**config.mk**
```make
export PLATFORM = sky130hd
export DESIGN_NAME = imu_uart_frame_parser
export DESIGN_NICKNAME = d
export VERILOG_FILES = /design/src/sv/imu_fp_pkg.sv /design/src/sv/imu_fp_fifo.sv /design/src/sv/imu_fp_front.sv /design/src/sv/imu_fp_back.sv /design/src/sv/imu_uart_frame_parser.sv
export SDC_FILE = /design/constraint.sdc
export NUM_CORES = 1
export LEC_CHECK = 0
export BUFFER_PORTS_ARGS = -buffer_cell sky130_fd_sc_hd__buf_2
export CAP_MARGIN = 30
export CORE_ASPECT_RATIO = 0.6
export CORE_UTILIZATION = 60
export CTS_CLUSTER_DIAMETER = 200
export CTS_CLUSTER_SIZE = 28
export DETAILED_ROUTE_END_ITERATION = 16
export HOLD_SLACK_MARGIN = 0.1
export PLACE_DENSITY = 0.78
export SYNTH_ARGS = -nofsm -noshare
export SYNTH_HDL_FRONTEND = slang
export SYNTH_SLANG_ARGS = --single-unit
```
**constraint.sdc**
```tcl
create_clock -name clk -period 3.3 [get_ports clk]
set_input_delay 0.495 -clock clk [delete_from_list [all_inputs] [get_ports clk]]
set_output_delay 0.495 -clock clk [all_outputs]
set_load 0.02 [all_outputs]
```
**src/sv/imu_fp_pkg.sv**
```systemverilog
// ----------------------------------------------------------------------------
// IMU frame parser package
// Shared constants, token and result types for the serial frame parser.
// ----------------------------------------------------------------------------
`default_nettype none

package imu_fp_pkg;

  localparam logic [7:0] HdrByte = 8'h55;
  localparam logic [7:0] TypeAcc = 8'h51;
  localparam logic [7:0] TypeAnv = 8'h52;
  localparam logic [7:0] TypeAng = 8'h53;

  localparam int PayloadBytesDef = 8;
  localparam int QueueDepthDef   = 4;
  localparam int IdxW            = 3;
  localparam int AxisBytes       = 6;

  typedef enum logic {
    TokData,
    TokCheck
  } tok_op_t;

  typedef struct packed {
    tok_op_t          op;
    logic [1:0]       kind;
    logic [IdxW-1:0]  idx;
    logic [7:0]       data;
    logic             good;
  } tok_t;

  typedef struct packed {
    logic [1:0]         frame_kind;
    logic               checksum_good;
    logic signed [15:0] axis_x;
    logic signed [15:0] axis_y;
    logic signed [15:0] axis_z;
    logic [7:0]         got_checksum;
  } res_t;

endpackage

`default_nettype wire

```
**src/sv/imu_fp_fifo.sv**
```systemverilog
// ----------------------------------------------------------------------------
// IMU frame parser queue
// Small first-in first-out queue in flip-flops with full and empty flags.
// ----------------------------------------------------------------------------
`default_nettype none

module imu_fp_fifo #(
  parameter int WIDTH = 8,
  parameter int DEPTH = 4
) (
  input  wire logic             clk,
  input  wire logic             rst_n,
  input  wire logic             push,
  input  wire logic [WIDTH-1:0] wdata,
  output logic                  full,
  input  wire logic             pop,
  output logic [WIDTH-1:0]      rdata,
  output logic                  empty
);

  localparam int PtrW = (DEPTH > 1) ? $clog2(DEPTH) : 1;
  localparam int CntW = $clog2(DEPTH + 1);

  logic [WIDTH-1:0] mem_r [DEPTH];
  logic [PtrW-1:0]  wr_ptr_r, wr_ptr_nxt;
  logic [PtrW-1:0]  rd_ptr_r, rd_ptr_nxt;
  logic [CntW-1:0]  cnt_r, cnt_nxt;
  logic             do_push, do_pop;

  assign full    = (cnt_r == CntW'(DEPTH));
  assign empty   = (cnt_r == '0);
  assign do_push = push && !full;
  assign do_pop  = pop && !empty;
  assign rdata   = mem_r[rd_ptr_r];

  always_comb begin
    wr_ptr_nxt = wr_ptr_r;
    rd_ptr_nxt = rd_ptr_r;
    cnt_nxt    = cnt_r;
    if (do_push) begin
      wr_ptr_nxt = (wr_ptr_r == PtrW'(DEPTH - 1)) ? '0 : wr_ptr_r + PtrW'(1);
    end
    if (do_pop) begin
      rd_ptr_nxt = (rd_ptr_r == PtrW'(DEPTH - 1)) ? '0 : rd_ptr_r + PtrW'(1);
    end
    if (do_push && !do_pop) begin
      cnt_nxt = cnt_r + CntW'(1);
    end else if (do_pop && !do_push) begin
      cnt_nxt = cnt_r - CntW'(1);
    end
  end

  always_ff @(posedge clk) begin
    if (!rst_n) begin
      wr_ptr_r <= '0;
      rd_ptr_r <= '0;
      cnt_r    <= '0;
    end else begin
      wr_ptr_r <= wr_ptr_nxt;
      rd_ptr_r <= rd_ptr_nxt;
      cnt_r    <= cnt_nxt;
    end
  end

  always_ff @(posedge clk) begin
    if (do_push) begin
      mem_r[wr_ptr_r] <= wdata;
    end
  end

endmodule

`default_nettype wire

```
**src/sv/imu_fp_front.sv**
```systemverilog
// ----------------------------------------------------------------------------
// IMU frame parser front end
// Hunts for the header, checks the type, sums the frame and emits tokens.
// ----------------------------------------------------------------------------
`default_nettype none

module imu_fp_front #(
  parameter int PAYLOAD_BYTES = imu_fp_pkg::PayloadBytesDef
) (
  input  wire logic        clk,
  input  wire logic        rst_n,
  input  wire logic        byte_valid,
  input  wire logic [7:0]  byte_data,
  output logic             tok_push,
  output imu_fp_pkg::tok_t tok
);

  typedef enum logic [1:0] {
    StHunt,
    StType,
    StPayload,
    StCheck
  } state_t;

  state_t                      state_r, state_nxt;
  logic [1:0]                  kind_r, kind_nxt;
  logic [7:0]                  sum_r, sum_nxt;
  logic [imu_fp_pkg::IdxW-1:0] idx_r, idx_nxt;

  always_comb begin
    state_nxt = state_r;
    kind_nxt  = kind_r;
    sum_nxt   = sum_r;
    idx_nxt   = idx_r;
    tok_push  = 1'b0;
    tok.op    = imu_fp_pkg::TokData;
    tok.kind  = kind_r;
    tok.idx   = idx_r;
    tok.data  = byte_data;
    tok.good  = (byte_data == sum_r);
    if (byte_valid) begin
      case (state_r)
        StHunt: begin
          if (byte_data == imu_fp_pkg::HdrByte) begin
            state_nxt = StType;
          end
        end
        StType: begin
          if (byte_data inside {imu_fp_pkg::TypeAcc, imu_fp_pkg::TypeAnv,
                                imu_fp_pkg::TypeAng}) begin
            kind_nxt  = byte_data[1:0] - 2'd1;
            sum_nxt   = imu_fp_pkg::HdrByte + byte_data;
            idx_nxt   = '0;
            state_nxt = StPayload;
          end else begin
            state_nxt = StHunt;
          end
        end
        StPayload: begin
          tok_push = 1'b1;
          sum_nxt  = sum_r + byte_data;
          idx_nxt  = idx_r + imu_fp_pkg::IdxW'(1);
          if (idx_r == imu_fp_pkg::IdxW'(PAYLOAD_BYTES - 1)) begin
            state_nxt = StCheck;
          end
        end
        StCheck: begin
          tok_push  = 1'b1;
          tok.op    = imu_fp_pkg::TokCheck;
          state_nxt = StHunt;
        end
        default: begin
          state_nxt = StHunt;
        end
      endcase
    end
  end

  always_ff @(posedge clk) begin
    if (!rst_n) begin
      state_r <= StHunt;
      kind_r  <= '0;
      sum_r   <= '0;
      idx_r   <= '0;
    end else begin
      state_r <= state_nxt;
      kind_r  <= kind_nxt;
      sum_r   <= sum_nxt;
      idx_r   <= idx_nxt;
    end
  end

endmodule

`default_nettype wire

```
**src/sv/imu_fp_back.sv**
```systemverilog
// ----------------------------------------------------------------------------
// IMU frame parser back end
// Stores payload bytes from the token queue and assembles one result a frame.
// ----------------------------------------------------------------------------
`default_nettype none

module imu_fp_back (
  input  wire logic              clk,
  input  wire imu_fp_pkg::tok_t  tok,
  input  wire logic              tok_empty,
  output logic                   tok_pop,
  input  wire logic              res_full,
  output logic                   res_push,
  output imu_fp_pkg::res_t       res
);

  logic [7:0] bytes_r [imu_fp_pkg::AxisBytes];

  assign tok_pop  = !tok_empty && !res_full;
  assign res_push = tok_pop && (tok.op == imu_fp_pkg::TokCheck);

  assign res.frame_kind    = tok.kind;
  assign res.checksum_good = tok.good;
  assign res.axis_x        = {bytes_r[1], bytes_r[0]};
  assign res.axis_y        = {bytes_r[3], bytes_r[2]};
  assign res.axis_z        = {bytes_r[5], bytes_r[4]};
  assign res.got_checksum  = tok.data;

  always_ff @(posedge clk) begin
    for (int i = 0; i < imu_fp_pkg::AxisBytes; i++) begin
      if (tok_pop && (tok.op == imu_fp_pkg::TokData) &&
          (tok.idx == imu_fp_pkg::IdxW'(i))) begin
        bytes_r[i] <= tok.data;
      end
    end
  end

endmodule

`default_nettype wire

```
**src/sv/imu_uart_frame_parser.sv**
```systemverilog
// ----------------------------------------------------------------------------
// IMU serial frame parser
// Parses 11-byte inertial sensor frames and returns kind, checksum status
// and three signed axis counts per frame.
// ----------------------------------------------------------------------------
// Usage: received bytes enter through a queue-style port (in_push, in_full,
// in_rx_byte). A byte is taken at every edge where in_push is high and
// in_full is low, so one byte per cycle is sustained.
// Results leave through a queue-style port: while out_empty is low the oldest
// result is on the out_ ports and out_pop takes it.
// Every frame that reaches its checksum byte yields one result, with
// out_checksum_good low when the byte sum does not match.
// The front end classifies each byte in the cycle it is taken and writes a
// token for each payload and checksum byte to a four-entry queue; while the
// result queue is not full, the back end drains that queue one token per
// cycle into a four-entry result queue.
// When out_pop stays low, the result queue fills, the back end stops, the
// token queue fills and in_full rises; no byte or result is lost.
// A synchronous reset returns the parser to header hunting and empties both
// queues.
// ----------------------------------------------------------------------------
`default_nettype none

module imu_uart_frame_parser #(
  parameter int PAYLOAD_BYTES = imu_fp_pkg::PayloadBytesDef,
  parameter int QUEUE_DEPTH   = imu_fp_pkg::QueueDepthDef
) (
  input  wire logic        clk,
  input  wire logic        rst_n,
  input  wire logic        in_push,
  output logic             in_full,
  input  wire logic [7:0]  in_rx_byte,
  output logic             out_empty,
  input  wire logic        out_pop,
  output logic [1:0]       out_frame_kind,
  output logic             out_checksum_good,
  output logic signed [15:0] out_axis_x,
  output logic signed [15:0] out_axis_y,
  output logic signed [15:0] out_axis_z,
  output logic [7:0]       out_got_checksum
);

  localparam int TokW = $bits(imu_fp_pkg::tok_t);
  localparam int ResW = $bits(imu_fp_pkg::res_t);

  logic             byte_valid;
  logic             tok_push, tok_pop, tok_empty;
  imu_fp_pkg::tok_t tok_in, tok_out;
  logic [TokW-1:0]  tok_rdata;
  logic             res_push, res_full;
  imu_fp_pkg::res_t res_in, res_out;
  logic [ResW-1:0]  res_rdata;

  assign byte_valid = in_push && !in_full;

  imu_fp_front #(
    .PAYLOAD_BYTES(PAYLOAD_BYTES)
  ) u_front (
    .clk       (clk),
    .rst_n     (rst_n),
    .byte_valid(byte_valid),
    .byte_data (in_rx_byte),
    .tok_push  (tok_push),
    .tok       (tok_in)
  );

  imu_fp_fifo #(
    .WIDTH(TokW),
    .DEPTH(QUEUE_DEPTH)
  ) u_tok_q (
    .clk  (clk),
    .rst_n(rst_n),
    .push (tok_push),
    .wdata(tok_in),
    .full (in_full),
    .pop  (tok_pop),
    .rdata(tok_rdata),
    .empty(tok_empty)
  );

  assign tok_out = imu_fp_pkg::tok_t'(tok_rdata);

  imu_fp_back u_back (
    .clk      (clk),
    .tok      (tok_out),
    .tok_empty(tok_empty),
    .tok_pop  (tok_pop),
    .res_full (res_full),
    .res_push (res_push),
    .res      (res_in)
  );

  imu_fp_fifo #(
    .WIDTH(ResW),
    .DEPTH(QUEUE_DEPTH)
  ) u_res_q (
    .clk  (clk),
    .rst_n(rst_n),
    .push (res_push),
    .wdata(res_in),
    .full (res_full),
    .pop  (out_pop),
    .rdata(res_rdata),
    .empty(out_empty)
  );

  assign res_out           = imu_fp_pkg::res_t'(res_rdata);
  assign out_frame_kind    = res_out.frame_kind;
  assign out_checksum_good = res_out.checksum_good;
  assign out_axis_x        = res_out.axis_x;
  assign out_axis_y        = res_out.axis_y;
  assign out_axis_z        = res_out.axis_z;
  assign out_got_checksum  = res_out.got_checksum;

endmodule

`default_nettype wire

```
---- After elaboration in Yosys (flattened, before gate mapping) ----
Memory sizes are Yosys's and may differ from the RTL's. A register that Yosys moved wholly into a read port is not among the register bits.
Cells that the tools add are included.
operators by class
  add/subtract/negate cells ............... 12
  $mul .................................... 0
  divide/modulo/power cells ............... 0
  $lt $le $gt $ge ......................... 0
  equal/unequal tests ..................... 23
  shifts and indexed selects .............. 0
  multiplexer cells ....................... 55
  bitwise gates (word level) .............. 1
  reduce and logical (&&, ||, !) cells .... 43
operator list
  operator                                                                 number
  8-bit 2-to-1 mux                                                         6
  8-bit OR reduction                                                       5
  8-bit by 7-bit equality test with 1-bit output, second input constant    4
  3-bit 2-to-1 mux                                                         10
  1-bit 2-to-1 mux                                                         25
  2-bit 2-to-1 mux                                                         11
  1-bit logical AND                                                        18
  8-bit case mux with 2 select lines                                       1
  3-bit equality test, second input constant                               5
  2-bit equality test, second input constant                               6
  3-bit by 1-bit adder with 3-bit output, second input constant            3
  3-bit logical NOT                                                        3
  3-bit AND reduction                                                      3
  2-bit by 1-bit adder with 2-bit output, second input constant            4
  7-bit by 8-bit adder with 8-bit output, first input constant             1
  8-bit adder                                                              1
  8-bit equality test                                                      1
  1-bit logical NOT                                                        8
  2-bit case mux with 4 select lines                                       1
  3-bit by 2-bit equality test with 1-bit output, second input constant    2
  2-bit by 1-bit inequality test with 1-bit output, second input constant  3
  3-bit case mux with 2 select lines                                       1
  2-bit nonzero test                                                       3
  3-bit by 1-bit subtractor with 3-bit output, second input constant       2
  7 further kinds                                                          7
storage, ports and cells
  bits in registers ....................... 29
  latch bits .............................. 0
  memory bits (writable) .................. 344
  bits in read-only memories .............. 0
  input port bits ......................... 12
  output and inout bits ................... 61
  memories kept ........................... 3
memory list
  name            depth  width  read ports  clocked after Yosys merged registers in  wr ports  line               source
  u_res_q.mem_r   4      59     1           1                                        1         imu_fp_fifo.sv:24  logic [WIDTH-1:0] mem_r [DEPTH];
  u_tok_q.mem_r   4      15     1           1                                        1         imu_fp_fifo.sv:24
  u_back.bytes_r  6      8      6           0                                        1         imu_fp_back.sv:17  logic [7:0] bytes_r [imu_fp_pkg::AxisBytes];

---- Logic depth before layout (Yosys ltp) ----
Gate-level depths: netlist of run 1.
  depth after elaboration ................. 13
  mapped depth ............................ 11

---- Modules after synthesis ----
Synthesis of run 1 repeated with hierarchy kept, for this count alone.
second synthesis, totals
  cells, all modules ...................... 718
  area total of the unflattened synthesis .. 14559.0 sq um
modules (own cells, without submodules)
  module                  instances  cells an instance  area each (sq um)  seq. area each (sq um)
  imu_fp_fifo at u_res_q  1          360                9001.1             7267.0
  imu_fp_fifo at u_tok_q  1          129                2667.6             1981.9
  imu_fp_back             1          71                 1594.0             1441.4
  imu_fp_front            1          157                1282.5             300.3
  imu_uart_frame_parser   1          1                  13.8               0.0

---- Worst setup path after synthesis of run 1 ----
Ideal clock, no wire load.
  kind .................................... register to register
  from .................................... reg (tool-made name)
  to ...................................... mem u_res_q.mem_r[3][0] (netlist name), enable pin
  setup time .............................. 0.423 ns
  arrival time ............................ 2.280 ns
  required time ........................... 2.877 ns
  setup slack ............................. 0.597 ns
  cell stages (with the launch flop) ...... 4
  path buffers ............................ 1
  cells stage by stage .................... dfxtp_1 buf_6 mux4_2 and3_1
RTL lines
  item              line
  end: declaration  imu_fp_fifo.sv:24

==> impl_metrics.env, run 1 <==
export IMPL_outcome="finished clean"
export IMPL_synth_common_cells="edfxtp_1 (344), mux4_2 (74), dfxtp_1 (33)"
export IMPL_fp_dieW_um=200
export IMPL_synth_edf_count=344
export IMPL_hp_start="rst_n"
export IMPL_gr_total_overflow=0
export IMPL_fin_util=0.669
export IMPL_slew_violations=0
export IMPL_peakVddDrop_mv=0.429
export IMPL_row_count=43
export IMPL_grt_total_usage=0.217
export IMPL_io_pins=73
export IMPL_numCtsBuffers=17
export IMPL_via_count=6519
export IMPL_maxClockFrequency_mhz=355
export IMPL_critPathKind="reg -> out"
export IMPL_final_antenna_net_count=0
export IMPL_grt_max_degree=60
export IMPL_powerDensity_nw_per_um2=770
export IMPL_grt_pass1_wl_um=39000
export IMPL_endpoint_kind="primary output"
export IMPL_hold_viol=0
export IMPL_syn_nets=712
export IMPL_relSlewSlack=0.297
export IMPL_cts_tree="done"
export IMPL_critPathMaxFanout=21
export IMPL_layout_drive_gt1_share=0.250
export IMPL_r2r_end="u_front.sum_r[6]$_SDFFE_PN0P_"
export IMPL_drtPass1Iterations=5
export IMPL_port_buffers=72
export IMPL_cp_arrival_ns=2.32
export IMPL_tns_ns=0
export IMPL_post_cts_buffers=0
export IMPL_die_area_um2=24300
export IMPL_slowest_delay_ns=0.67
export IMPL_power_leakage_nw=4.97
export IMPL_synth_seq_cells=377
export IMPL_cp_required_ns=2.80
export IMPL_worst_pin_slew_ns=1.05
export IMPL_seq_area_frac_synth=0.775
export IMPL_worstHoldPathType="in -> reg"
export IMPL_core_area_um2=23100
export IMPL_avgSynthCellArea_um2=21.1
export IMPL_synth_flop_cell="edfxtp_1"
export IMPL_start_kind="flip-flop"
export IMPL_synth_area_top_cells="edfxtp_1 (73%), mux4_2 (12%), dfxtp_1 (4.7%)"
export IMPL_netlist_instances=673
export IMPL_path_cells="buf_4, mux4_2, buf_2"
export IMPL_insertion_delay_ns=0.51
export IMPL_grt_pass1_vias=6605
export IMPL_fin_ws_ns=0.487
export IMPL_synth_top_area_frac=0.729
export IMPL_antenna_found_initial=0
export IMPL_synthToLayoutAreaGrowth_pct=9.17
export IMPL_htreeDepth=1
export IMPL_setup_viol=0
export IMPL_r2r_slack_ns=0.59
export IMPL_place_hpwl_um=15600
export IMPL_synth_largest_area_cell="edfxtp_1"
export IMPL_antenna_cells=0
export IMPL_stdcell_count=1079
export IMPL_cts_num_sinks=377
export IMPL_initial_utilization=0.613
export IMPL_finalInstanceArea_um2=15500
export IMPL_clk_pin_slew_ns=0.10
export IMPL_hold_buffers=0
export IMPL_maxCapViolCount=0
export IMPL_finalCritPeriodShare=0.852
export IMPL_first_iter_violations=689
export IMPL_clockBufferDepth=3
export IMPL_async_reset_ff_frac=0
export IMPL_pre_cts_slack_ns=0.628
export IMPL_ys_types=47
export IMPL_hold_path_cell_count=3
export IMPL_synth_most_common_cell="edfxtp_1"
export IMPL_fin_worst_skew_ns=0.0180
export IMPL_rr_worst_depth=9
export IMPL_cts_repair_resized=0
export IMPL_final_nets=793
export IMPL_wl_per_cell_um=23.7
export IMPL_worst_hold_path_endpoint="u_front.sum_r[6]$_SDFFE_PN0P_"
export IMPL_yosysWarnings=0
export IMPL_synth_area_um2=14200
export IMPL_slowest_stage="dfxtp_4"
export IMPL_rsz0062_at_grt="false"
export IMPL_via_per_inst=6.04
export IMPL_min_period_ns=2.81
export IMPL_place_area_um2=15000
export IMPL_drc=0
export IMPL_wl_um=25600
export IMPL_routabilityCongestion=0.791
export IMPL_dp_cells=1050
export IMPL_die_y_um=121
export IMPL_cts_root_buffer="clkbuf_16"
==> state kept, by name, summed over array words and instances, names as in the netlist, named ones only <==
name,flops
u_back.bytes_r,48
u_front.idx_r,3
u_front.kind_r,2
u_front.state_r,1
u_front.sum_r,8
u_res_q.cnt_r,3
u_res_q.mem_r,236
u_res_q.rd_ptr_r,2
u_res_q.wr_ptr_r,2
u_tok_q.cnt_r,3
u_tok_q.mem_r,60
u_tok_q.rd_ptr_r,2
u_tok_q.wr_ptr_r,2
==> cells by family after synthesis <==
family,synth area share
mux,0.124
flops,0.775
compound gates,0.0203
xor+xnor,0.0105
buf+inv,0.0108
simple gates,0.0335
fa+ha+maj,0.0254
==> stage by stage <==
stage / hold slack [ns] / power, mW
finish: 0.241 / 11.9
global placement: 0.463 / 9.52
global route: 0.240 / 12.4
CTS: 0.231 / 12.0
detailed placement: 0.482 / 9.66
floorplan: 0.454 / 8.51
==> cell type report <==
cell class                      instances  area, µm²
Tap cell                              315        394
Clock inverter                          1       16.3
Clock buffer                           28        467
Fill cell                            1476       7660
Timing Repair Buffer                   84        513
Multi-Input combinational cell        260       3030
Sequential cell                       377      11000
Inverter                               14       52.6
==> cell usage in the layout (no fill, tap or decap), drive strengths merged, types with 2 or more instances in the layout <==
cell type	instances
mux2i	9
or3	5
ha	24
fa	3
a22oi	3
a211oi	4
and2	7
nand3	3
xor2	6
edfxtp	344
mux4	74
nand2b	7
nor3	4
inv	15
buf	84
o31ai	2
a21oi	19
nand2	12
dfxtp	33
xnor2	11
nand4	3
and3	10
clkbuf	28
nor2	34
o21ai	5
a21o	3
o31a	2
==> critical path: cells and delay by family (launching register included) <==
kind                   cells  cell delay (ns)
DFF                        1             0.67
buffers and inverters      2             0.57
muxes                      1             0.56
==> power breakdown <==
group / internal [mW] / total, mW / switching (mW) / leakage, nW
Combinational: 1.31 / 3.21 / 1.90 / 1.39
Clock: 0.999 / 2.38 / 1.38 / 0.230
Sequential: 6.02 / 6.32 / 0.308 / 3.35
Total: 8.33 / 11.9 / 3.59 / 4.97
==> worst max path at each step <==
stage	start	end	slack, ns	depth (start not counted)
after floorplan	flip-flop	u_res_q.mem_r[3][0]$_DFFE_PP_	0.60	3
after global placement	flip-flop	u_front.sum_r[6]$_SDFFE_PN0P_	0.68	9
after detailed placement	flip-flop	u_front.sum_r[6]$_SDFFE_PN0P_	0.63	9
after CTS	flip-flop	out_axis_y[6]	0.41	3
after global routing	flip-flop	out_axis_y[6]	0.32	3
final	flip-flop	out_axis_x[0]	0.49	3
==> layer usage <==
metal | track usage | wire [µm] | vias up
li1 | - | - | 2863
met1 | 0.320 | 11400 | 3404
met2 | 0.354 | 12300 | 220
met3 | 0.0344 | 1500 | 32
met4 | 0.0401 | 409 | 0
met5 | 0 | 0 | -
Power figures use the tool's default switching activity.
==> inputs of run 2 (changes only) <==
CORE_MARGIN = 2   (was default)
==> run 2 against run 1 <==
Sequential share of layout area down 0.17 points. Die area up 2.7%. Final area up 0.24%. Wire length up 1.3%. Combinational power about the same. Register-to-register slack worse by 0.04 ns. Clock-buffer cell count unchanged. Total power down 0.18%. Utilization up 0.16 points. Sequential cell count unchanged. Largest cell class unchanged. Largest power group unchanged. Highest routed layer unchanged.
==> impl_metrics.env, run 2 (synthesis gave the netlist of run 1 again) <==
export IMPL_outcome="finished clean"
export IMPL_fin_util=0.670
export IMPL_relSlewSlack=0.365
export IMPL_min_period_ns=2.77
export IMPL_r2r_end="u_front.sum_r[6]$_SDFFE_PN0P_"
export IMPL_antenna_cells=0
export IMPL_worstHoldPathType="in -> reg"
export IMPL_layout_drive_gt1_share=0.255
export IMPL_via_per_inst=6.11
export IMPL_grt_pass1_wl_um=38700
export IMPL_peakVddDrop_mv=0.489
export IMPL_cts_repair_resized=0
export IMPL_hold_buffers=0
export IMPL_clockBufferDepth=3
export IMPL_final_antenna_net_count=0
export IMPL_synthToLayoutAreaGrowth_pct=9.44
export IMPL_critPathMaxFanout=25
export IMPL_drc=0
export IMPL_start_kind="flip-flop"
export IMPL_maxCapViolCount=0
export IMPL_path_cells="buf_4, mux4_2, buf_2"
export IMPL_clk_pin_slew_ns=0.11
export IMPL_worst_pin_slew_ns=0.952
export IMPL_cp_required_ns=2.80
export IMPL_hold_viol=0
export IMPL_largest_register="u_res_q.mem_r"
export IMPL_cp_arrival_ns=2.28
export IMPL_antenna_found_initial=0
export IMPL_place_area_um2=15000
export IMPL_grt_pass1_vias=6563
export IMPL_fin_ws_ns=0.526
export IMPL_rsz0062_at_grt="false"
export IMPL_initial_utilization=0.613
export IMPL_slew_violations=0
export IMPL_rr_worst_depth=9
export IMPL_numCtsBuffers=17
export IMPL_tns_ns=0
export IMPL_first_iter_violations=640
export IMPL_insertion_delay_ns=0.52
export IMPL_finalCritPeriodShare=0.841
export IMPL_cts_tree="done"
export IMPL_pre_cts_slack_ns=0.594
export IMPL_row_count=43
export IMPL_htreeDepth=1
export IMPL_cts_root_buffer="clkbuf_16"
export IMPL_wl_per_cell_um=23.9
export IMPL_maxClockFrequency_mhz=360
export IMPL_drtPass1Iterations=6
export IMPL_stdcell_count=1084
export IMPL_r2r_slack_ns=0.55
export IMPL_slowest_stage="dfxtp_4"
export IMPL_critPathKind="reg -> out"
export IMPL_power_mw=11.9
export IMPL_final_cell_mix="edfxtp_1 (344), mux4_2 (74), buf_2 (72), nor2_1 (32), dfxtp_1 (31)"
export IMPL_wl_um=26000
export IMPL_fin_worst_skew_ns=0.0251
export IMPL_powerDensity_nw_per_um2=767
export IMPL_post_cts_buffers=0
export IMPL_port_buffers=72
export IMPL_grt_total_usage=0.212
export IMPL_setup_viol=0
export IMPL_core_area_um2=23100
export IMPL_reg_top3="u_res_q.mem_r: 236 flops, u_tok_q.mem_r: 60 flops, u_back.bytes_r: 48 flops"
export IMPL_power_leakage_nw=4.99
export IMPL_hp_start="rst_n"
export IMPL_hold_path_cell_count=3
export IMPL_routabilityCongestion=0.755
export IMPL_via_count=6627
export IMPL_finalInstanceArea_um2=15500
export IMPL_final_nets=798
export IMPL_grt_max_degree=60
export IMPL_worst_hold_path_endpoint="u_front.sum_r[6]$_SDFFE_PN0P_"
export IMPL_endpoint_kind="primary output"
export IMPL_die_y_um=123
export IMPL_die_area_um2=24900
export IMPL_place_hpwl_um=15900
export IMPL_slowest_delay_ns=0.69
export IMPL_dp_cells=1055
export IMPL_holdWs_ns=0.221
export IMPL_cts_num_sinks=377
export IMPL_largest_reg_flops=236
export IMPL_final_common_cell="edfxtp_1"
export IMPL_io_pins=73
export IMPL_fp_dieW_um=202
export IMPL_gr_total_overflow=0
==> run 2: critical path: cells and delay by family (launching register included) <==
kind | cells | cell delay, ns
buf+inv | 2 | 0.52
flops | 1 | 0.69
mux | 1 | 0.57
==> run 2: layout make-up <==
cell class	instances	area, µm²
well taps	315	394
clock buffers	28	467
repair buffers	89	551
flip-flops and latches	377	11000
inverters	14	52.6
fillers	1471	7620
clock inverters	1	16.3
multi-input cells	260	3030
==> run 2: power breakdown <==
part           switching (mW)  internal [mW]
Sequential              0.302           6.02
Combinational            1.92           1.33
Clock                    1.33          0.997
==> run 2: metal layers <==
layer | vias up | global-route usage | part of all wire
met3 | 38 | 0.0324 | 0.084
met5 | - | 0 | 0
met4 | 0 | 0.0447 | 0.018
met2 | 309 | 0.354 | 0.49
met1 | 3408 | 0.306 | 0.41
li1 | 2872 | - | -
==> run 2: worst max-delay path by stage <==
stage	from	end	depth (start not counted)
final	flip-flop	out_axis_z[3]	3
after global routing	flip-flop	out_axis_z[3]	3
after CTS	flip-flop	out_axis_z[3]	3
after detailed placement	flip-flop	u_front.sum_r[6]$_SDFFE_PN0P_	9
after global placement	flip-flop	u_front.sum_r[6]$_SDFFE_PN0P_	9
after floorplan	flip-flop	u_res_q.mem_r[3][0]$_DFFE_PP_	3
